`src/design/ps2m_pkg.sv`:
```
// Shared types and protocol constants of the PS/2 mouse command engine.
`default_nettype none
package ps2m_pkg;

   // Bytes sent to the host.
   localparam logic [7:0] BYTE_ACK    = 8'hFA;
   localparam logic [7:0] BYTE_RESEND = 8'hFE;
   localparam logic [7:0] BYTE_BAT    = 8'hAA;
   localparam logic [7:0] BYTE_ID_STD = 8'h00;
   localparam logic [7:0] BYTE_ID_WHL = 8'h03;

   // Bits of the first packet byte.
   localparam logic [7:0] PKT_ALWAYS_ONE = 8'h08;

   // Host commands.
   localparam logic [7:0] CMD_SCALE_1TO1 = 8'hE6;
   localparam logic [7:0] CMD_SCALE_2TO1 = 8'hE7;
   localparam logic [7:0] CMD_SET_RES    = 8'hE8;
   localparam logic [7:0] CMD_STATUS     = 8'hE9;
   localparam logic [7:0] CMD_STREAM     = 8'hEA;
   localparam logic [7:0] CMD_READ_DATA  = 8'hEB;
   localparam logic [7:0] CMD_RESET_WRAP = 8'hEC;
   localparam logic [7:0] CMD_WRAP       = 8'hEE;
   localparam logic [7:0] CMD_REMOTE     = 8'hF0;
   localparam logic [7:0] CMD_GET_ID     = 8'hF2;
   localparam logic [7:0] CMD_SET_RATE   = 8'hF3;
   localparam logic [7:0] CMD_ENABLE     = 8'hF4;
   localparam logic [7:0] CMD_DISABLE    = 8'hF5;
   localparam logic [7:0] CMD_DEFAULTS   = 8'hF6;
   localparam logic [7:0] CMD_RESET      = 8'hFF;

   // Pending parameter codes.
   localparam logic [1:0] PEND_NONE = 2'd0;
   localparam logic [1:0] PEND_RES  = 2'd1;
   localparam logic [1:0] PEND_RATE = 2'd2;

   // Steps of the wheel detection sequence.
   localparam logic [1:0] HS_IDLE    = 2'd0;
   localparam logic [1:0] HS_SAW_200 = 2'd1;
   localparam logic [1:0] HS_SAW_100 = 2'd2;

   localparam logic [7:0] RATE_HS_FIRST  = 8'd200;
   localparam logic [7:0] RATE_HS_SECOND = 8'd100;
   localparam logic [7:0] RATE_HS_THIRD  = 8'd80;

   localparam logic [1:0] RES_DEFAULT  = 2'd2;
   localparam logic [7:0] RATE_DEFAULT = 8'd100;
   localparam logic [7:0] RES_MAX      = 8'd3;

   localparam int MAX_REPLY = 5;

   // One reply as it travels from the front end to the byte sender.
   typedef struct packed {
      logic            is_pkt;
      logic            ack_first;
      logic            wheel;
      logic            scale;
      logic [2:0]      buttons;
      logic [2:0]      lit_count;
      logic [3:0][7:0] lit;
   } ctl_type;

   function automatic logic rate_ok(input logic [7:0] r);
      return (r == 8'd10) || (r == 8'd20) || (r == 8'd40) || (r == 8'd60) ||
             (r == 8'd80) || (r == 8'd100) || (r == 8'd200);
   endfunction

endpackage
`default_nettype wire

```
`src/design/ps2_mouse_command_engine_top.sv`:
```
// Top level of the PS/2 mouse command engine (device side, with wheel extension).
//
// The req channel carries one word per item: tuser says whether it is a host byte (0)
// or a sensor event (1); tdata holds the host byte and the event's counts and buttons.
// The rsp channel carries the reply bytes the device sends to the host; tlast marks the
// final byte of each item's reply. An item that causes no reply (an event while
// reporting is off, or in remote mode) sends nothing.
// A word is accepted while req_tready is high and its reply is queued; the first reply
// byte passes through the queue and then the sender's byte register before it is shown.
// The sender moves one byte per cycle while rsp_tready is high; a reply has one to five
// bytes. Items enter back to back while the reply queue of QUEUE_DEPTH entries has room.
// Reset, synchronous and active high, restores the power-on modes, clears the
// movement counts and empties the queue. When rsp_tready is held low the current byte
// stays on the port, the queue fills and req_tready falls once it is full.
`default_nettype none
module ps2_mouse_command_engine_top #(
   parameter int ACC_WIDTH   = 16,
   parameter int MOVE_WIDTH  = 12,
   parameter int QUEUE_DEPTH = 4
) (
   input  wire logic                                   clock,
   input  wire logic                                   reset,
   input  wire logic                                   req_tvalid,
   output logic                                        req_tready,
   // From bit 0 up: host_byte, move_dx, move_dy, move_dz, buttons_in, zero padding.
   input  wire logic [((2*MOVE_WIDTH+26)/8)*8-1:0]     req_tdata,
   // opcode
   input  wire logic                                   req_tuser,
   output logic                                        rsp_tvalid,
   input  wire logic                                   rsp_tready,
   // tx_byte
   output logic [7:0]                                  rsp_tdata,
   output logic                                        rsp_tlast
);
   import ps2m_pkg::*;

   localparam int CTL_W = $bits(ctl_type);
   localparam int QW    = CTL_W + 3 * ACC_WIDTH;

   logic                 accept;
   logic                 push, full, pop, empty;
   ctl_type              push_ctl, head_ctl;
   logic [ACC_WIDTH-1:0] push_x, push_y, push_z;
   logic [ACC_WIDTH-1:0] head_x, head_y, head_z;
   logic [QW-1:0]        head_word;

   assign req_tready = !full;
   assign accept     = req_tvalid && req_tready;

   ps2m_front #(
      .ACC_WIDTH  (ACC_WIDTH),
      .MOVE_WIDTH (MOVE_WIDTH)
   ) u_front (
      .clock      (clock),
      .reset      (reset),
      .accept     (accept),
      .opcode     (req_tuser),
      .host_byte  (req_tdata[7:0]),
      .move_dx    (req_tdata[8 +: MOVE_WIDTH]),
      .move_dy    (req_tdata[8+MOVE_WIDTH +: MOVE_WIDTH]),
      .move_dz    (req_tdata[8+2*MOVE_WIDTH +: 8]),
      .buttons_in (req_tdata[16+2*MOVE_WIDTH +: 3]),
      .push       (push),
      .push_ctl   (push_ctl),
      .push_x     (push_x),
      .push_y     (push_y),
      .push_z     (push_z)
   );

   ps2m_fifo #(
      .WIDTH (QW),
      .DEPTH (QUEUE_DEPTH)
   ) u_queue (
      .clock     (clock),
      .reset     (reset),
      .push      (push),
      .push_data ({push_ctl, push_x, push_y, push_z}),
      .full      (full),
      .pop       (pop),
      .pop_data  (head_word),
      .empty     (empty)
   );

   assign head_ctl = head_word[QW-1 -: CTL_W];
   assign head_x   = head_word[3*ACC_WIDTH-1 -: ACC_WIDTH];
   assign head_y   = head_word[2*ACC_WIDTH-1 -: ACC_WIDTH];
   assign head_z   = head_word[ACC_WIDTH-1:0];

   ps2m_back #(
      .ACC_WIDTH (ACC_WIDTH)
   ) u_back (
      .clock      (clock),
      .reset      (reset),
      .empty      (empty),
      .head_ctl   (head_ctl),
      .head_x     (head_x),
      .head_y     (head_y),
      .head_z     (head_z),
      .pop        (pop),
      .rsp_tvalid (rsp_tvalid),
      .rsp_tready (rsp_tready),
      .rsp_tdata  (rsp_tdata),
      .rsp_tlast  (rsp_tlast)
   );

   // The sender never takes a reply from an empty queue.
   assert property (@(posedge clock) disable iff (reset) pop |-> !empty)
      else $error("reply taken from an empty queue");

   // A queued reply is on the port by the next cycle.
   assert property (@(posedge clock) disable iff (reset) !empty |=> rsp_tvalid)
      else $error("queued reply not presented");

   // A reply run has no gaps between its bytes.
   assert property (@(posedge clock) disable iff (reset)
                    (rsp_tvalid && rsp_tready && !rsp_tlast) |=> rsp_tvalid)
      else $error("reply run broken before its last byte");

endmodule
`default_nettype wire

```
`src/design/ps2m_front.sv`:
```
// Front end: takes host bytes and sensor events, keeps the mouse state, queues replies.
`default_nettype none
module ps2m_front #(
   parameter int ACC_WIDTH  = 16,
   parameter int MOVE_WIDTH = 12
) (
   input  wire logic                        clock,
   input  wire logic                        reset,
   input  wire logic                        accept,
   input  wire logic                        opcode,
   input  wire logic [7:0]                  host_byte,
   input  wire logic [MOVE_WIDTH-1:0]       move_dx,
   input  wire logic [MOVE_WIDTH-1:0]       move_dy,
   input  wire logic [7:0]                  move_dz,
   input  wire logic [2:0]                  buttons_in,
   output logic                             push,
   output ps2m_pkg::ctl_type                push_ctl,
   output logic [ACC_WIDTH-1:0]             push_x,
   output logic [ACC_WIDTH-1:0]             push_y,
   output logic [ACC_WIDTH-1:0]             push_z
);
   import ps2m_pkg::*;

   localparam int SW = ((ACC_WIDTH > MOVE_WIDTH) ? ACC_WIDTH : MOVE_WIDTH) + 1;
   localparam logic signed [SW-1:0] AMAX =
      {{(SW-ACC_WIDTH+1){1'b0}}, {(ACC_WIDTH-1){1'b1}}};
   localparam logic signed [SW-1:0] AMIN =
      {{(SW-ACC_WIDTH+1){1'b1}}, {(ACC_WIDTH-1){1'b0}}};

   logic                 enabled_ff, enabled_in;
   logic                 remote_ff, remote_in;
   logic                 wrap_ff, wrap_in;
   logic                 scale_ff, scale_in;
   logic [1:0]           res_ff, res_in;
   logic [7:0]           rate_ff, rate_in;
   logic                 wheel_id_ff, wheel_id_in;
   logic [1:0]           hs_step_ff, hs_step_in;
   logic [1:0]           pend_ff, pend_in;
   logic [2:0]           btn_ff, btn_in;
   logic [ACC_WIDTH-1:0] acc_x_ff, acc_x_in;
   logic [ACC_WIDTH-1:0] acc_y_ff, acc_y_in;
   logic [ACC_WIDTH-1:0] acc_z_ff, acc_z_in;

   logic [ACC_WIDTH-1:0] sat_x, sat_y, sat_z;
   logic [7:0]           status;

   function automatic logic [ACC_WIDTH-1:0] sat_add(input logic [ACC_WIDTH-1:0] a,
                                                    input logic [SW-1:0] d);
      logic signed [SW-1:0] sum;
      sum = $signed({{(SW-ACC_WIDTH){a[ACC_WIDTH-1]}}, a}) + $signed(d);
      if (sum > AMAX) begin
         return AMAX[ACC_WIDTH-1:0];
      end else if (sum < AMIN) begin
         return AMIN[ACC_WIDTH-1:0];
      end
      return sum[ACC_WIDTH-1:0];
   endfunction

   assign sat_x = sat_add(acc_x_ff, {{(SW-MOVE_WIDTH){move_dx[MOVE_WIDTH-1]}}, move_dx});
   assign sat_y = sat_add(acc_y_ff, {{(SW-MOVE_WIDTH){move_dy[MOVE_WIDTH-1]}}, move_dy});
   assign sat_z = sat_add(acc_z_ff, {{(SW-8){move_dz[7]}}, move_dz});

   // Status byte: mode bits, then the left, middle and right buttons in that odd order.
   assign status = {1'b0, remote_ff, enabled_ff, scale_ff, 1'b0,
                    btn_ff[0], btn_ff[2], btn_ff[1]};

   // A poll reports the stored counts; an event reports the freshly summed ones.
   assign push_x = opcode ? sat_x : acc_x_ff;
   assign push_y = opcode ? sat_y : acc_y_ff;
   assign push_z = opcode ? sat_z : acc_z_ff;

   always_comb begin
      enabled_in  = enabled_ff;
      remote_in   = remote_ff;
      wrap_in     = wrap_ff;
      scale_in    = scale_ff;
      res_in      = res_ff;
      rate_in     = rate_ff;
      wheel_id_in = wheel_id_ff;
      hs_step_in  = hs_step_ff;
      pend_in     = pend_ff;
      btn_in      = btn_ff;
      acc_x_in    = acc_x_ff;
      acc_y_in    = acc_y_ff;
      acc_z_in    = acc_z_ff;
      push        = 1'b0;
      push_ctl    = '0;
      push_ctl.wheel   = wheel_id_ff;
      push_ctl.buttons = btn_ff;

      if (accept) begin
         if (opcode) begin
            btn_in = buttons_in;
            push_ctl.buttons = buttons_in;
            if (enabled_ff) begin
               acc_x_in = sat_x;
               acc_y_in = sat_y;
               acc_z_in = sat_z;
               if (!remote_ff) begin
                  push            = 1'b1;
                  push_ctl.is_pkt = 1'b1;
                  push_ctl.scale  = scale_ff;
                  acc_x_in = '0;
                  acc_y_in = '0;
                  acc_z_in = '0;
               end
            end
         end else begin
            push = 1'b1;
            push_ctl.lit_count = 3'd1;
            push_ctl.lit[0]    = BYTE_ACK;
            if (wrap_ff && host_byte != CMD_RESET) begin
               if (host_byte == CMD_RESET_WRAP) begin
                  wrap_in = 1'b0;
               end
               push_ctl.lit[0] = host_byte;
            end else if (pend_ff == PEND_RES) begin
               pend_in = PEND_NONE;
               if (host_byte > RES_MAX) begin
                  push_ctl.lit[0] = BYTE_RESEND;
               end else begin
                  res_in = host_byte[1:0];
               end
            end else if (pend_ff == PEND_RATE) begin
               pend_in = PEND_NONE;
               if (!rate_ok(host_byte)) begin
                  push_ctl.lit[0] = BYTE_RESEND;
               end else begin
                  rate_in = host_byte;
                  // Wheel detection: rates 200, 100 and 80 in a row.
                  if (hs_step_ff == HS_IDLE) begin
                     if (host_byte == RATE_HS_FIRST) begin
                        hs_step_in = HS_SAW_200;
                     end
                  end else if (hs_step_ff == HS_SAW_200) begin
                     hs_step_in = (host_byte == RATE_HS_SECOND) ? HS_SAW_100 : HS_IDLE;
                  end else begin
                     if (host_byte == RATE_HS_THIRD) begin
                        wheel_id_in = 1'b1;
                     end
                     hs_step_in = HS_IDLE;
                  end
               end
            end else begin
               pend_in = PEND_NONE;
               unique case (host_byte)
                  CMD_SCALE_1TO1: scale_in = 1'b0;
                  CMD_SCALE_2TO1: scale_in = 1'b1;
                  CMD_SET_RES:    pend_in  = PEND_RES;
                  CMD_SET_RATE:   pend_in  = PEND_RATE;
                  CMD_STATUS: begin
                     push_ctl.lit_count = 3'd4;
                     push_ctl.lit[1]    = status;
                     push_ctl.lit[2]    = {6'd0, res_ff};
                     push_ctl.lit[3]    = rate_ff;
                  end
                  CMD_STREAM:     remote_in = 1'b0;
                  CMD_READ_DATA: begin
                     push_ctl.is_pkt    = 1'b1;
                     push_ctl.ack_first = 1'b1;
                     push_ctl.lit_count = 3'd0;
                     acc_x_in = '0;
                     acc_y_in = '0;
                     acc_z_in = '0;
                  end
                  CMD_WRAP:       wrap_in   = 1'b1;
                  CMD_REMOTE:     remote_in = 1'b1;
                  CMD_GET_ID: begin
                     push_ctl.lit_count = 3'd2;
                     push_ctl.lit[1]    = wheel_id_ff ? BYTE_ID_WHL : BYTE_ID_STD;
                  end
                  CMD_ENABLE:     enabled_in = 1'b1;
                  CMD_DISABLE:    enabled_in = 1'b0;
                  CMD_DEFAULTS: begin
                     enabled_in = 1'b0;
                     remote_in  = 1'b0;
                     scale_in   = 1'b0;
                     rate_in    = RATE_DEFAULT;
                     res_in     = RES_DEFAULT;
                  end
                  CMD_RESET: begin
                     enabled_in  = 1'b0;
                     remote_in   = 1'b0;
                     scale_in    = 1'b0;
                     rate_in     = RATE_DEFAULT;
                     res_in      = RES_DEFAULT;
                     wrap_in     = 1'b0;
                     wheel_id_in = 1'b0;
                     hs_step_in  = HS_IDLE;
                     btn_in      = 3'd0;
                     acc_x_in    = '0;
                     acc_y_in    = '0;
                     acc_z_in    = '0;
                     push_ctl.lit_count = 3'd3;
                     push_ctl.lit[1]    = BYTE_BAT;
                     push_ctl.lit[2]    = BYTE_ID_STD;
                  end
                  default:        push_ctl.lit[0] = BYTE_RESEND;
               endcase
            end
         end
      end
   end

   always_ff @(posedge clock) begin
      if (reset) begin
         enabled_ff  <= 1'b0;
         remote_ff   <= 1'b0;
         wrap_ff     <= 1'b0;
         scale_ff    <= 1'b0;
         res_ff      <= RES_DEFAULT;
         rate_ff     <= RATE_DEFAULT;
         wheel_id_ff <= 1'b0;
         hs_step_ff  <= HS_IDLE;
         pend_ff     <= PEND_NONE;
         btn_ff      <= 3'd0;
         acc_x_ff    <= '0;
         acc_y_ff    <= '0;
         acc_z_ff    <= '0;
      end else begin
         enabled_ff  <= enabled_in;
         remote_ff   <= remote_in;
         wrap_ff     <= wrap_in;
         scale_ff    <= scale_in;
         res_ff      <= res_in;
         rate_ff     <= rate_in;
         wheel_id_ff <= wheel_id_in;
         hs_step_ff  <= hs_step_in;
         pend_ff     <= pend_in;
         btn_ff      <= btn_in;
         acc_x_ff    <= acc_x_in;
         acc_y_ff    <= acc_y_in;
         acc_z_ff    <= acc_z_in;
      end
   end

endmodule
`default_nettype wire

```
`src/design/ps2m_fifo.sv`:
```
// Short reply queue between the front end and the byte sender.
`default_nettype none
module ps2m_fifo #(
   parameter int WIDTH = 8,
   parameter int DEPTH = 4
) (
   input  wire logic             clock,
   input  wire logic             reset,
   input  wire logic             push,
   input  wire logic [WIDTH-1:0] push_data,
   output logic                  full,
   input  wire logic             pop,
   output logic [WIDTH-1:0]      pop_data,
   output logic                  empty
);
   localparam int PW = (DEPTH > 1) ? $clog2(DEPTH) : 1;
   localparam int CW = $clog2(DEPTH + 1);

   logic [WIDTH-1:0] slot_ff [DEPTH];
   logic [PW-1:0]    wr_ptr_ff, wr_ptr_in;
   logic [PW-1:0]    rd_ptr_ff, rd_ptr_in;
   logic [CW-1:0]    level_ff, level_in;

   assign full     = (level_ff == CW'(DEPTH));
   assign empty    = (level_ff == '0);
   assign pop_data = slot_ff[rd_ptr_ff];

   always_comb begin
      wr_ptr_in = wr_ptr_ff;
      rd_ptr_in = rd_ptr_ff;
      level_in  = level_ff;
      if (push) begin
         wr_ptr_in = (wr_ptr_ff == PW'(DEPTH - 1)) ? '0 : wr_ptr_ff + 1'b1;
      end
      if (pop) begin
         rd_ptr_in = (rd_ptr_ff == PW'(DEPTH - 1)) ? '0 : rd_ptr_ff + 1'b1;
      end
      if (push && !pop) begin
         level_in = level_ff + 1'b1;
      end else if (pop && !push) begin
         level_in = level_ff - 1'b1;
      end
   end

   always_ff @(posedge clock) begin
      if (push) begin
         slot_ff[wr_ptr_ff] <= push_data;
      end
   end

   always_ff @(posedge clock) begin
      if (reset) begin
         wr_ptr_ff <= '0;
         rd_ptr_ff <= '0;
         level_ff  <= '0;
      end else begin
         wr_ptr_ff <= wr_ptr_in;
         rd_ptr_ff <= rd_ptr_in;
         level_ff  <= level_in;
      end
   end

endmodule
`default_nettype wire

```
`src/design/ps2m_back.sv`:
```
// Byte sender: formats each queued reply into bytes and sends them one a cycle while rsp_tready is high.
`default_nettype none
module ps2m_back #(
   parameter int ACC_WIDTH = 16
) (
   input  wire logic                 clock,
   input  wire logic                 reset,
   input  wire logic                 empty,
   input  wire ps2m_pkg::ctl_type    head_ctl,
   input  wire logic [ACC_WIDTH-1:0] head_x,
   input  wire logic [ACC_WIDTH-1:0] head_y,
   input  wire logic [ACC_WIDTH-1:0] head_z,
   output logic                      pop,
   output logic                      rsp_tvalid,
   input  wire logic                 rsp_tready,
   output logic [7:0]                rsp_tdata,
   output logic                      rsp_tlast
);
   import ps2m_pkg::*;

   localparam int EW = ACC_WIDTH + 1;

   logic       busy_ff, busy_in;
   logic [2:0] idx_ff, idx_in;
   logic [2:0] cnt_ff, cnt_in;
   logic [7:0] byte_ff [MAX_REPLY];
   logic [7:0] fmt_byte [MAX_REPLY];
   logic [2:0] fmt_cnt;

   logic [EW-1:0] val_x, val_y;
   logic          ovf_x, ovf_y;
   logic [7:0]    lo_x, lo_y;
   logic [7:0]    pkt_b0;
   logic          take, finish;

   // 2:1 scaling curve, one step wider than the counts.
   function automatic logic [EW-1:0] scale21(input logic [ACC_WIDTH-1:0] n);
      logic [EW-1:0] e;
      e = {n[ACC_WIDTH-1], n};
      if (n == ACC_WIDTH'(2)) begin
         return EW'(1);
      end else if (n == ACC_WIDTH'(-2)) begin
         return EW'(-1);
      end else if (n == ACC_WIDTH'(4)) begin
         return EW'(6);
      end else if (n == ACC_WIDTH'(-4)) begin
         return EW'(-6);
      end else if (n == ACC_WIDTH'(5)) begin
         return EW'(9);
      end else if (n == ACC_WIDTH'(-5)) begin
         return EW'(-9);
      end else if (n == '0 || n == ACC_WIDTH'(1) || n == ACC_WIDTH'(-1) ||
                   n == ACC_WIDTH'(3) || n == ACC_WIDTH'(-3)) begin
         return e;
      end
      return {e[EW-2:0], 1'b0};
   endfunction

   // Nine-bit range check: all bits from bit 8 up must match the sign.
   function automatic logic out_of_range(input logic [EW-1:0] v);
      return v[EW-1:8] != {(EW-8){v[EW-1]}};
   endfunction

   function automatic logic [7:0] clamp_low(input logic [EW-1:0] v);
      if (out_of_range(v)) begin
         return v[EW-1] ? 8'h00 : 8'hFF;
      end
      return v[7:0];
   endfunction

   assign val_x = head_ctl.scale ? scale21(head_x) : {head_x[ACC_WIDTH-1], head_x};
   assign val_y = head_ctl.scale ? scale21(head_y) : {head_y[ACC_WIDTH-1], head_y};
   assign ovf_x = out_of_range(val_x);
   assign ovf_y = out_of_range(val_y);
   assign lo_x  = clamp_low(val_x);
   assign lo_y  = clamp_low(val_y);
   assign pkt_b0 = PKT_ALWAYS_ONE | {ovf_y, ovf_x, val_y[EW-1], val_x[EW-1], 1'b0,
                                     head_ctl.buttons};

   always_comb begin
      fmt_byte[0] = head_ctl.lit[0];
      fmt_byte[1] = head_ctl.lit[1];
      fmt_byte[2] = head_ctl.lit[2];
      fmt_byte[3] = head_ctl.lit[3];
      fmt_byte[4] = head_z[7:0];
      fmt_cnt     = head_ctl.lit_count;
      if (head_ctl.is_pkt) begin
         fmt_cnt = 3'd3 + {2'd0, head_ctl.ack_first} + {2'd0, head_ctl.wheel};
         if (head_ctl.ack_first) begin
            fmt_byte[0] = BYTE_ACK;
            fmt_byte[1] = pkt_b0;
            fmt_byte[2] = lo_x;
            fmt_byte[3] = lo_y;
         end else begin
            fmt_byte[0] = pkt_b0;
            fmt_byte[1] = lo_x;
            fmt_byte[2] = lo_y;
            fmt_byte[3] = head_z[7:0];
         end
      end
   end

   assign rsp_tvalid = busy_ff;
   assign rsp_tdata  = byte_ff[idx_ff];
   assign rsp_tlast  = (idx_ff == cnt_ff - 3'd1);
   assign take       = busy_ff && rsp_tready;
   assign finish     = take && rsp_tlast;
   // The next reply is loaded when the sender is idle or in the cycle the last byte of the current one leaves.
   assign pop        = !empty && (!busy_ff || finish);

   always_comb begin
      busy_in = busy_ff;
      idx_in  = idx_ff;
      cnt_in  = cnt_ff;
      if (pop) begin
         busy_in = 1'b1;
         idx_in  = 3'd0;
         cnt_in  = fmt_cnt;
      end else if (finish) begin
         busy_in = 1'b0;
      end else if (take) begin
         idx_in = idx_ff + 3'd1;
      end
   end

   always_ff @(posedge clock) begin
      if (pop) begin
         for (int i = 0; i < MAX_REPLY; i++) begin
            byte_ff[i] <= fmt_byte[i];
         end
      end
   end

   always_ff @(posedge clock) begin
      if (reset) begin
         busy_ff <= 1'b0;
         idx_ff  <= 3'd0;
         cnt_ff  <= 3'd1;
      end else begin
         busy_ff <= busy_in;
         idx_ff  <= idx_in;
         cnt_ff  <= cnt_in;
      end
   end

endmodule
`default_nettype wire
```
`config.mk`:
```
export PLATFORM = sky130hd
export DESIGN_NAME = ps2_mouse_command_engine_top
export DESIGN_NICKNAME = d
export VERILOG_FILES = /design/src/design/ps2m_pkg.sv /design/src/design/ps2_mouse_command_engine_top.sv /design/src/design/ps2m_front.sv /design/src/design/ps2m_fifo.sv /design/src/design/ps2m_back.sv
export SDC_FILE = /design/constraint.sdc
export NUM_CORES = 1
export LEC_CHECK = 0
export BUFFER_PORTS_ARGS = -buffer_cell sky130_fd_sc_hd__buf_4
export CAP_MARGIN = 30
export CORE_MARGIN = 2
export CORE_UTILIZATION = 40
export CTS_CLUSTER_DIAMETER = 80
export DETAILED_ROUTE_END_ITERATION = 8
export SLEW_MARGIN = 20
export SYNTH_ARGS = -nofsm -noshare
export SYNTH_HDL_FRONTEND = slang
export SYNTH_SLANG_ARGS = --single-unit
```
`constraint.sdc`:
```
create_clock -name clock -period 4.5 [get_ports clock]
set_clock_uncertainty 0.2 [all_clocks]
set_input_delay 0.45 -clock clock [delete_from_list [all_inputs] [get_ports clock]]
set_output_delay 0.45 -clock clock [all_outputs]
set_load 0.1 [all_outputs]
```
==> results of run 1 <==
-- cells in the final DEF (no fill, tap or decap), types with 8 or more instances in the layout --
cell,count
sky130_fd_sc_hd__edfxtp_1,340
sky130_fd_sc_hd__nand2_1,155
sky130_fd_sc_hd__nor2_1,129
sky130_fd_sc_hd__a21oi_1,105
sky130_fd_sc_hd__o21ai_0,103
sky130_fd_sc_hd__buf_4,98
sky130_fd_sc_hd__dfxtp_1,87
sky130_fd_sc_hd__mux4_2,62
sky130_fd_sc_hd__ha_1,57
sky130_fd_sc_hd__clkbuf_16,50
sky130_fd_sc_hd__inv_1,35
sky130_fd_sc_hd__nor3_1,32
sky130_fd_sc_hd__o2bb2ai_1,32
sky130_fd_sc_hd__xnor2_1,30
sky130_fd_sc_hd__a21o_1,26
sky130_fd_sc_hd__nand3_1,22
sky130_fd_sc_hd__and2_1,21
sky130_fd_sc_hd__xor2_1,19
sky130_fd_sc_hd__mux2_2,18
sky130_fd_sc_hd__mux4_1,17
sky130_fd_sc_hd__mux2i_1,16
sky130_fd_sc_hd__a31oi_1,16
sky130_fd_sc_hd__o21a_1,14
sky130_fd_sc_hd__a211oi_1,13
sky130_fd_sc_hd__nand2b_1,12
sky130_fd_sc_hd__nor4_1,12
sky130_fd_sc_hd__nand4_1,11
sky130_fd_sc_hd__nor2b_1,11
sky130_fd_sc_hd__o21bai_1,9
sky130_fd_sc_hd__or2_2,8
-- stage by stage --
step / setup slack, ps / power, W / area [µm²]
floorplan: 251.0 / 0.007850 / 20630
global placement: 376.3 / 0.008750 / 21900
detailed placement: 294.5 / 0.008806 / 21900
CTS: 437.4 / 0.01284 / 23610
global route: 32.73 / 0.01330 / 23620
finish: 443.3 / 0.01273 / 23620
-- cells by family after synthesis --
kind of cell / share of synthesized area
buffers and inverters: 0.02718
adders and majority gates: 0.03846
AOI/OAI and AO/OA: 0.1206
xor gates and xnor gates: 0.02081
DFF: 0.5814
muxes: 0.1094
and+or+nand+nor: 0.1022
-- layout make-up --
class                      count  area share
sequential                   429      0.5080
multi-input combinational   1067      0.3433
clock buffer                  63     0.05758
timing repair buffer         109     0.03751
tap                          680     0.03602
clock inverter                21     0.01160
inverter                      37    0.005880
antenna                        1   0.0001059
-- final timing paths --
kind,startpoint,end,slack (ps),cells after the start
max reg2reg,u_front.acc_x_ff[1],u_queue.slot_ff[0][38],440,10
min reg2reg,u_front.acc_z_ff[8],u_front.acc_z_ff[8],270,2
min,req_tdata[2],u_front.rate_ff[2],40,2
max,u_front.acc_x_ff[1],u_queue.slot_ff[0][38],440,10
-- power breakdown --
part	switching (W)	internal, W
logic	0.00231	0.00141
registers	0.000204	0.00479
clock network	0.00155	0.00247
total	0.00406	0.00867
-- routing by layer --
metal  vias up  routed length (µm)  share of wire  global-route usage
met1      6706               22120           0.46              0.2512
li1       6339                   -              -                   -
met2       290               22360           0.47              0.2888
met4         0                1017          0.021             0.05302
met3        70                2190          0.046             0.02879
met5         -                   0              0                   0
-- sequential cells by signal, summed over array words and instances, names as in the netlist, 3 cells and up, named ones only --
register,count
u_front.btn_ff,3
u_queue.level_ff,3
u_front.rate_ff,8
u_front.acc_x_ff,16
u_front.acc_y_ff,16
u_back.byte_ff,40
u_queue.slot_ff,300
u_back.idx_ff,3
u_front.acc_z_ff,16
u_back.cnt_ff,3
-- timing repair --
| item | 4_1_cts | 5_1_grt |
|---|---|---|
| endpoints found under the hold margin | 7 | 0 |
| hold buffers | 7 | 0 |
| setup endpoints to repair | 0 | 0 |
==> reports/qor.log, run 1 <==
qor: status.outcome finished clean
qor: final_layout.area_of_the_multi_input_gates 0.008108 mm²
qor: clock_network.clk_pin_slew 60 ps
qor: min_path.min_path_type in -> reg
qor: global_routing.grt_remaining_overflow 0
qor: sta.fin_worst_hold_slack 41.31 ps
qor: power_and_ir_drop.pd_cells 538.8 mW/mm²
qor: power_and_ir_drop.leakagePower 8.386 nW
qor: final_layout.final-instance-count-excl-fill 2407
qor: yosys.synth_nets 1727
qor: placed_design.place.gp.congestion 0.8621
qor: global_routing.grt_first_pass_wirelength 74.65 mm
qor: setup_path.critical-path-top-delay-family compound AO/OA/AOI/OAI gates
qor: detailed_routing.routed_wire_length_per_instance 19.81 µm
qor: yosys.flip_flop_and_latch_count_after_synthesis 429
qor: detailed_routing.route.antenna.remaining_nets 0
qor: yosys.number_of_distinct_library_cells_after_synthesis 84
qor: sta.rsz_0062_raised_after_global_routing no
qor: clock_network.clockBufferDepth 3
qor: global_routing.grt_start_max_net_pins 52
qor: final_layout.fill_cells 4571
qor: yosys.synthesis.area_per_instance 12.79 µm²
qor: setup_path.critical_path.cell_chain ha_1 > a21o_1 > a21o_1 > a2111oi_0 > nor4_1 > o41ai_1 > xnor2_1 > and2_1 > nor2_1 > o2bb2ai_1
qor: global_routing.total_grt_usage 0.1794
qor: floorplan.die_h 231.1 µm
qor: sta.final_worst_path_cycle_share 0.9015
qor: final_layout.finalCoreUtilization 0.4623
qor: placed_design.dpl.cell_count 2314
qor: detailed_routing.vias 13410
qor: sta.drv_slew 0
qor: floorplan.ios 64
qor: setup_path.critical_path.n_buffers_inverters 0
qor: clock_network.cts_tree yes
qor: sta.worst_slew_pin_slew 971.2 ps
qor: floorplan.floorplan.initialDensity 0.4037
qor: sta.achievable_freq 246.5 MHz
qor: detailed_routing.viasPerCell 5.569
qor: setup_path.path_common_cell sky130_fd_sc_hd__a21o_1
qor: setup_path.critical_path_arrival 4180 ps
qor: clock_network.h-tree-depth 2
qor: sta.setup_viol 0
qor: setup_path.cpPeakStageDelay 630 ps
qor: clock_network.cts.root.buffer_cell sky130_fd_sc_hd__clkbuf_16
qor: yosys.post_synth_inst_count 1613
qor: final_layout.share_of_cells_above_drive_strength_1 0.1703
qor: yosys.synth.largest_area_cell sky130_fd_sc_hd__edfxtp_1
qor: final_layout.area_delta_synth_final 14.52%
qor: setup_path.cpMaxStageDelayCell sky130_fd_sc_hd__a2111oi_0
qor: yosys.number_of_enable_flip_flop_cells_after_synthesis 340
qor: floorplan.die_width 231.1 µm
qor: clock_network.clk_latency 570 ps
qor: sta.final-hold-violation-count 0
qor: yosys.synthMostInstantiatedCell sky130_fd_sc_hd__edfxtp_1
qor: clock_network.cts.repair_timing.setup_buffer_count 0
qor: floorplan.die_area 0.05339 mm²
qor: placed_design.buffer_ports.inserted 58
qor: clock_network.tritoncts.num_buffers 45
qor: yosys.yosysWarnings 0
qor: detailed_routing.route.final.wire_length 47.69 mm
qor: clock_network.cts_resized 0
qor: detailed_routing.detailedRoute.firstIterationViolations 987
qor: yosys.synth_sequential_area_ratio 0.5814
qor: sta.timing.final.crit_period 4057 ps
qor: setup_path.cp_data_required_time 4630 ps
qor: final_layout.layout.nets 1803
qor: sta.slew_headroom 0.3465
qor: setup_path.path_class reg -> reg
qor: clock_network.cts.sink_count 429
qor: sta.fin_setup_tns 0 ps
qor: setup_path.crit_fanout 13
qor: global_routing.grt_antenna_before_repair 1
qor: setup_path.critical_path.endpoint_type flip-flop
qor: floorplan.site_row_count 83
qor: yosys.post_synthesis_cell_area 0.02062 mm²
qor: yosys.dominant_synthesized_flop_cell sky130_fd_sc_hd__edfxtp_1
qor: power_and_ir_drop.power.ir.vdd_worst 0.0003893 V
qor: detailed_routing.drt_first_pass_iters 5
qor: setup_path.critical_path.startpoint_type flip-flop
qor: global_routing.grt_pass1_vias 13270
qor: yosys.synthArstFlopShare 0
qor: floorplan.placeableCoreArea 0.05109 mm²
qor: yosys.yosysTopAreaCellShare 0.4950
qor: final_layout.area_used_by_sequential_logic_in_the_layout 0.01200 mm²
qor: placed_design.dp_hpwl 32.52 mm
qor: yosys.post_synth_main_area_contributors sky130_fd_sc_hd__edfxtp_1, sky130_fd_sc_hd__dfxtp_1, sky130_fd_sc_hd__mux4_2, sky130_fd_sc_hd__ha_1, sky130_fd_sc_hd__nand2_1
qor: yosys.synthTopCellsByCount sky130_fd_sc_hd__edfxtp_1, sky130_fd_sc_hd__nand2_1, sky130_fd_sc_hd__nor2_1
qor: job.drv.max_cap_violation_count 0
qor: detailed_routing.drt_drc_violations_left 0
Power figures use the tool's default switching activity.
==> run 2: changes to the inputs <==
PLACE_DENSITY_LB_ADDON = 0.1   (was unset)
==> run 2 against run 1 <==
  * Die area is the same
  * Non-clock buffer count is 4 lower
  * Combinational power rose by 1%
==> reports/qor.log, run 2 (synthesis gave the netlist of run 1 again) <==
qor: setup_path.path_class reg -> reg
qor: setup_path.cpMaxStageDelayCell sky130_fd_sc_hd__mux4_1
qor: power_and_ir_drop.netSwitchingPower 0.004114 W
qor: clock_network.clk_pin_slew 60 ps
qor: detailed_routing.drt_first_pass_iters 7
qor: floorplan.site_row_count 83
qor: setup_path.critical_path.startpoint_type flip-flop
qor: floorplan.die_width 231.1 µm
qor: power_and_ir_drop.p_sw_frac 0.3235
qor: sta.fin_worst_hold_slack 54.34 ps
qor: final_layout.layout.nets 1802
qor: setup_path.cpPeakStageDelay 650 ps
qor: setup_path.path_common_cell sky130_fd_sc_hd__a21oi_1
qor: floorplan.die_area 0.05339 mm²
qor: power_and_ir_drop.power.ir.vdd_worst 0.0006175 V
qor: clock_network.cts_resized 0
qor: power_and_ir_drop.combinational_power_share 0.296
qor: sta.final-hold-violation-count 0
qor: setup_path.critical-path-top-delay-family simple AND/OR/NAND/NOR gates
qor: sta.achievable_freq 255.7 MHz
qor: global_routing.grt_antenna_before_repair 0
qor: setup_path.crit_fanout 18
qor: setup_path.cp_data_required_time 4600 ps
qor: sta.worst_slew_pin_slew 986.3 ps
qor: power_and_ir_drop.pd_cells 539.5 mW/mm²
qor: job.drv.max_cap_violation_count 0
qor: floorplan.floorplan.initialDensity 0.4037
qor: sta.timing.final.crit_period 3910 ps
qor: setup_path.critical_path.n_buffers_inverters 1
qor: setup_path.critical_path.cell_chain buf_4 > mux4_1 > or4_4 > nor4_2 > a221oi_1 > a21oi_1 > nor2_2 > a21oi_1 > mux2_2 > o21ai_2
qor: placed_design.buffer_ports.inserted 58
qor: final_layout.finalCoreUtilization 0.4613
qor: global_routing.globalRouteMet3Util 0.02867
qor: clock_network.h-tree-depth 2
qor: detailed_routing.routed_wire_length_per_instance 20.55 µm
qor: global_routing.grt_remaining_overflow 0
qor: clock_network.clockBufferDepth 3
qor: final_layout.commonest_cells_after_routing_fill_and_taps_aside sky130_fd_sc_hd__edfxtp_1, sky130_fd_sc_hd__nand2_1, sky130_fd_sc_hd__nor2_1, sky130_fd_sc_hd__a21oi_1, sky130_fd_sc_hd__o21ai_0
qor: final_layout.area_delta_synth_final 14.28%
qor: clock_network.tritoncts.num_buffers 48
qor: global_routing.grt_pass1_vias 13270
qor: sta.timing.final.ws_setup 589.6 ps
qor: power_and_ir_drop.leakagePower 8.360 nW
qor: clock_network.cts.sink_count 429
qor: final_layout.layout_top_registers u_queue.slot_ff: 300 flops, u_back.byte_ff: 40 flops
qor: setup_path.critical_path.endpoint_type flip-flop
qor: detailed_routing.drt_drc_violations_left 0
qor: final_layout.largest_register_ffs 300
qor: global_routing.gr-max-usage-layer met2
qor: detailed_routing.vias 13200
qor: global_routing.gr-usage-met2 0.3012
qor: sta.drv_slew 0
qor: final_layout.most_common_cell_after_layout_fill_and_taps_aside sky130_fd_sc_hd__edfxtp_1
qor: final_layout.largest-register u_queue.slot_ff
qor: clock_network.cts_tree yes
qor: detailed_routing.route.final.wire_length 49.45 mm
qor: sta.fin_setup_tns 0 ps
qor: floorplan.placeableCoreArea 0.05109 mm²
qor: global_routing.grt_start_max_net_pins 52
qor: setup_path.critical_path_arrival 4010 ps
qor: clock_network.cts.root.buffer_cell sky130_fd_sc_hd__clkbuf_16
qor: sta.rsz_0062_raised_after_global_routing no
qor: setup_path.r2r_setup_slack 590 ps
qor: sta.setup_viol 0
qor: placed_design.place.gp.congestion 0.8381
qor: power_and_ir_drop.share_clk_of_total_power 0.312
qor: placed_design.preCtsSetupSlack 395.1 ps
qor: detailed_routing.viasPerCell 5.485
qor: clock_network.clk_latency 570 ps
qor: sta.slew_headroom 0.3396
qor: floorplan.die_h 231.1 µm
qor: global_routing.grtUsageMet1 0.2738
qor: power_and_ir_drop.power.internal 0.008603 W
qor: detailed_routing.detailedRoute.firstIterationViolations 951
qor: min_path.min_path_type in -> reg
qor: power_and_ir_drop.seqPwrFrac 0.392
qor: global_routing.total_grt_usage 0.1891
qor: floorplan.ios 64
qor: final_layout.fill_cells 4674
qor: detailed_routing.route.antenna.remaining_nets 0
qor: sta.final_worst_path_cycle_share 0.8690
qor: status.outcome finished clean
qor: placed_design.dp_hpwl 33.37 mm
qor: clock_network.cts.repair_timing.setup_buffer_count 0
qor: final_layout.antenna_cells 0
qor: global_routing.grt_first_pass_wirelength 77.76 mm
qor: final_layout.share_of_cells_above_drive_strength_1 0.1669
==> run 2: layout make-up <==
type                            instances  area, µm²  share of cell area
Sequential cell                       429      12000              0.5091
Multi-Input combinational cell       1067       8108              0.3440
Clock buffer                           66       1360             0.05770
Timing Repair Buffer                  105      873.3             0.03705
Tap cell                              680      850.8             0.03610
Clock inverter                         22      240.2             0.01019
Inverter                               37      138.9            0.005892
==> run 2: layer usage <==
layer / routed length, µm / vias up
met3: 1961 / 65
li1: - / 6352
met4: 856 / 0
met1: 23810 / 6542
met2: 22820 / 237
met5: 0 / -
==> run 2: final timing paths <==
| check | start | endpoint | cells after the start |
|---|---|---|---|
| setup / recovery | flip-flop | u_back.byte_ff[2][0] | 10 |
| hold / removal | rsp_tready | u_back.rsp_tvalid | 4 |
| setup reg to reg | flip-flop | u_back.byte_ff[2][0] | 10 |
| hold reg to reg | u_front.rate_ff[0] | u_front.rate_ff[0] | 1 |
==> run 2: tightest hold or removal path, delay by kind of cell <==
kind            cells  cell delay [ps]
buf+inv             1               90
compound gates      1               50
simple gates        2              180
==> run 2: through the flow <==
step                cell area, µm²  total power [W]  std cells
floorplan                    20630         0.007850       1613
global placement             21880         0.008826       2309
detailed placement           21880         0.008858       2309
CTS                          23570          0.01286       2406
global route                 23570          0.01332       2406
finish                       23570          0.01272       2406
==> run 2: what timing repair did <==
action,in CTS,in global routing
setup endpoints to repair,0,0
hold buffers,9,0
endpoints found under the hold margin,9,0
==> run 2: power groups by stage <==
| stage | combinational [W] | clock (W) | sequential [W] |
|---|---|---|---|
| floorplan | 0.00287 | 0 | 0.00498 |
| CTS | 0.00380 | 0.00406 | 0.00500 |
| finish | 0.00376 | 0.00397 | 0.00499 |
| global route | 0.00408 | 0.00421 | 0.00503 |
| global placement | 0.00376 | 0 | 0.00507 |
| detailed placement | 0.00378 | 0 | 0.00508 |
==> run 3: changes to the inputs <==
CORE_UTILIZATION = 63   (was 40)
==> run 3 against run 2 <==
  * Sequential cell count is the same
  * Global-route usage grew 8.7 points
  * Largest cell class unchanged
  * Wire length shrank 6.6%
  * First-iteration DRC count grew 54%
  * Largest power group unchanged
  * Sequential power is essentially flat
  * Clock power shrank 8.1%
  * Worst setup slack lost 200 ps
  * Die area shrank 36%
  * Core utilization grew 25 points
==> reports/qor.log, run 3 (synthesis gave the netlist of run 1 again) <==
qor: sta.slew_headroom 0.3757
qor: final_layout.largest-register u_queue.slot_ff
qor: clock_network.clk_pin_slew 60 ps
qor: sta.final-hold-violation-count 0
qor: final_layout.area_used_by_sequential_logic_in_the_layout 0.01200 mm²
qor: final_layout.layout.nets 1782
qor: sta.timing.final.ws_setup 390.5 ps
qor: clock_network.cts.root.buffer_cell sky130_fd_sc_hd__clkbuf_16
qor: detailed_routing.drt_drc_violations_left 0
qor: placed_design.buffer_ports.inserted 58
qor: clock_network.cts_resized 0
qor: setup_path.critical_path.startpoint_type flip-flop
qor: final_layout.share_of_cells_above_drive_strength_1 0.1588
qor: global_routing.grt_start_max_net_pins 52
qor: global_routing.grt_remaining_overflow 0
qor: final_layout.most_common_cell_after_layout_fill_and_taps_aside sky130_fd_sc_hd__edfxtp_1
qor: clock_network.cts.repair_timing.setup_buffer_count 0
qor: detailed_routing.route.final.wire_length 46.20 mm
qor: floorplan.die_h 184.9 µm
qor: global_routing.globalRouteMet3Util 0.04286
qor: min_path.holdPathStages 3
qor: global_routing.grt_pass1_vias 13190
qor: power_and_ir_drop.power.ir.vdd_worst 0.0005951 V
qor: sta.achievable_freq 243.3 MHz
qor: setup_path.cpMaxStageDelayCell sky130_fd_sc_hd__a2111oi_0
qor: setup_path.path_common_cell sky130_fd_sc_hd__a21o_1
qor: floorplan.die_width 184.9 µm
qor: final_layout.area_of_the_multi_input_gates 0.008108 mm²
qor: final_layout.final-instance-count-excl-fill 2142
qor: min_path.hold_path_startpoint req_tdata[41]
qor: global_routing.grtUsageMet1 0.4007
qor: detailed_routing.vias 13620
qor: min_path.worst_hold_path_ep u_front.btn_ff[1]
qor: final_layout.fill_cells 2236
qor: clock_network.cts_tree yes
qor: sta.timing.final.crit_period 4110 ps
qor: sta.rsz_0062_raised_after_global_routing no
qor: final_layout.layout_top_registers u_queue.slot_ff: 300 flops, u_back.byte_ff: 40 flops
qor: clock_network.clockBufferDepth 3
qor: sta.final_worst_path_cycle_share 0.9132
qor: clock_network.clk_latency 540 ps
qor: setup_path.critical_path.endpoint_type flip-flop
qor: job.drv.max_cap_violation_count 0
qor: floorplan.ios 64
qor: global_routing.gr-max-usage-layer met2
qor: final_layout.area_delta_synth_final 11.28%
qor: sta.fin_worst_hold_slack 21.10 ps
qor: min_path.min_path_type in -> reg
qor: sta.fin_setup_tns 0 ps
qor: floorplan.floorplan.initialDensity 0.6371
qor: setup_path.critical_path.cell_chain ha_1 > a21o_1 > a21o_1 > a2111oi_0 > nor4_1 > o41ai_1 > xnor2_1 > and2_1 > nor2_1 > o2bb2ai_1
qor: setup_path.r2r.worst_path.cells 10
qor: final_layout.finalCoreUtilization 0.7090
qor: placed_design.dp_hpwl 31.11 mm
qor: detailed_routing.viasPerCell 6.358
qor: final_layout.antenna_cells 0
qor: clock_network.tritoncts.num_buffers 44
qor: floorplan.placeableCoreArea 0.03237 mm²
qor: floorplan.site_row_count 66
qor: setup_path.path_class reg -> reg
qor: clock_network.h-tree-depth 2
qor: global_routing.grt_first_pass_wirelength 72.35 mm
qor: placed_design.place.gp.congestion 0.8926
qor: setup_path.cp_data_required_time 4580 ps
qor: detailed_routing.detailedRoute.firstIterationViolations 1468
qor: setup_path.critical_path_arrival 4190 ps
qor: detailed_routing.drt_first_pass_iters 5
qor: setup_path.timing.rr.start u_front.acc_x_ff[1]
qor: setup_path.r2r_setup_slack 390 ps
qor: placed_design.preCtsSetupSlack 209.3 ps
qor: detailed_routing.routed_wire_length_per_instance 21.57 µm
qor: clock_network.postCtsHoldBufs 1
qor: clock_network.cts.sink_count 429
qor: sta.setup_viol 0
qor: power_and_ir_drop.leakagePower 8.200 nW
qor: floorplan.die_area 0.03420 mm²
qor: sta.worst_slew_pin_slew 930.8 ps
qor: detailed_routing.route.antenna.remaining_nets 0
qor: setup_path.crit-reg2reg-capture u_queue.slot_ff[1][37]
qor: sta.drv_slew 0
qor: power_and_ir_drop.pd_cells 537.7 mW/mm²
qor: global_routing.grt_antenna_before_repair 0
qor: final_layout.largest_register_ffs 300
qor: status.outcome finished clean
qor: global_routing.total_grt_usage 0.2760
qor: final_layout.commonest_cells_after_routing_fill_and_taps_aside sky130_fd_sc_hd__edfxtp_1, sky130_fd_sc_hd__nand2_1, sky130_fd_sc_hd__nor2_1, sky130_fd_sc_hd__a21oi_1, sky130_fd_sc_hd__o21ai_0
qor: setup_path.crit_fanout 13
qor: placed_design.dpl.cell_count 2062
qor: setup_path.cpPeakStageDelay 620 ps
qor: global_routing.gr-usage-met2 0.4442
## run 3: area by class of cell
cell class,instances,share of cell area
repair buffers,89,0.03020
multi-input cells,1067,0.3532
flip-flops and latches,429,0.5228
clock inverters,17,0.007523
clock buffers,61,0.05609
well taps,442,0.02410
inverters,37,0.006051
## run 3: power by group
| group | internal [W] | switching (W) | total (W) |
|---|---|---|---|
| clock network | 0.00217 | 0.00148 | 0.00365 |
| registers | 0.00479 | 0.000198 | 0.00499 |
| logic | 0.00139 | 0.00230 | 0.00370 |
| total | 0.00836 | 0.00398 | 0.0123 |
## run 3: critical path: cells and delay by family, from the launching register on
family | cells | cell delay, ps
AND/OR/NAND/NOR | 3 | 830
flip-flops | 1 | 410
adder cells (fa/ha/maj) | 1 | 260
AO/OA/AOI/OAI | 5 | 1830
XOR/XNOR | 1 | 320
## run 3: stage by stage
stage,instance area (µm²),power (W)
detailed placement,21480,0.008734
CTS,22950,0.01239
global route,22950,0.01282
finish,22950,0.01234
global placement,21480,0.008654
floorplan,20630,0.007850
## run 3: how the worst max path moves through the flow
stage	startpoint	to	cells after the start
6_report	u_front.acc_x_ff[1]	u_queue.slot_ff[1][37]	10
5_1_grt	u_front.acc_x_ff[1]	u_queue.slot_ff[1][37]	10
4_1_cts	u_front.acc_x_ff[1]	u_queue.slot_ff[1][38]	10
3_5_place_dp	req_tdata[9]	u_queue.slot_ff[2][38]	11
3_3_place_gp	req_tdata[9]	u_queue.slot_ff[0][37]	11
2_1_floorplan	u_queue.level_ff[0]	u_queue.slot_ff[1][0]	5
## run 3: layer usage
layer | wire length [µm] | share of wire
met1 | 20020 | 0.43
met2 | 21990 | 0.48
met3 | 3472 | 0.075
met4 | 716 | 0.015
met5 | 0 | 0
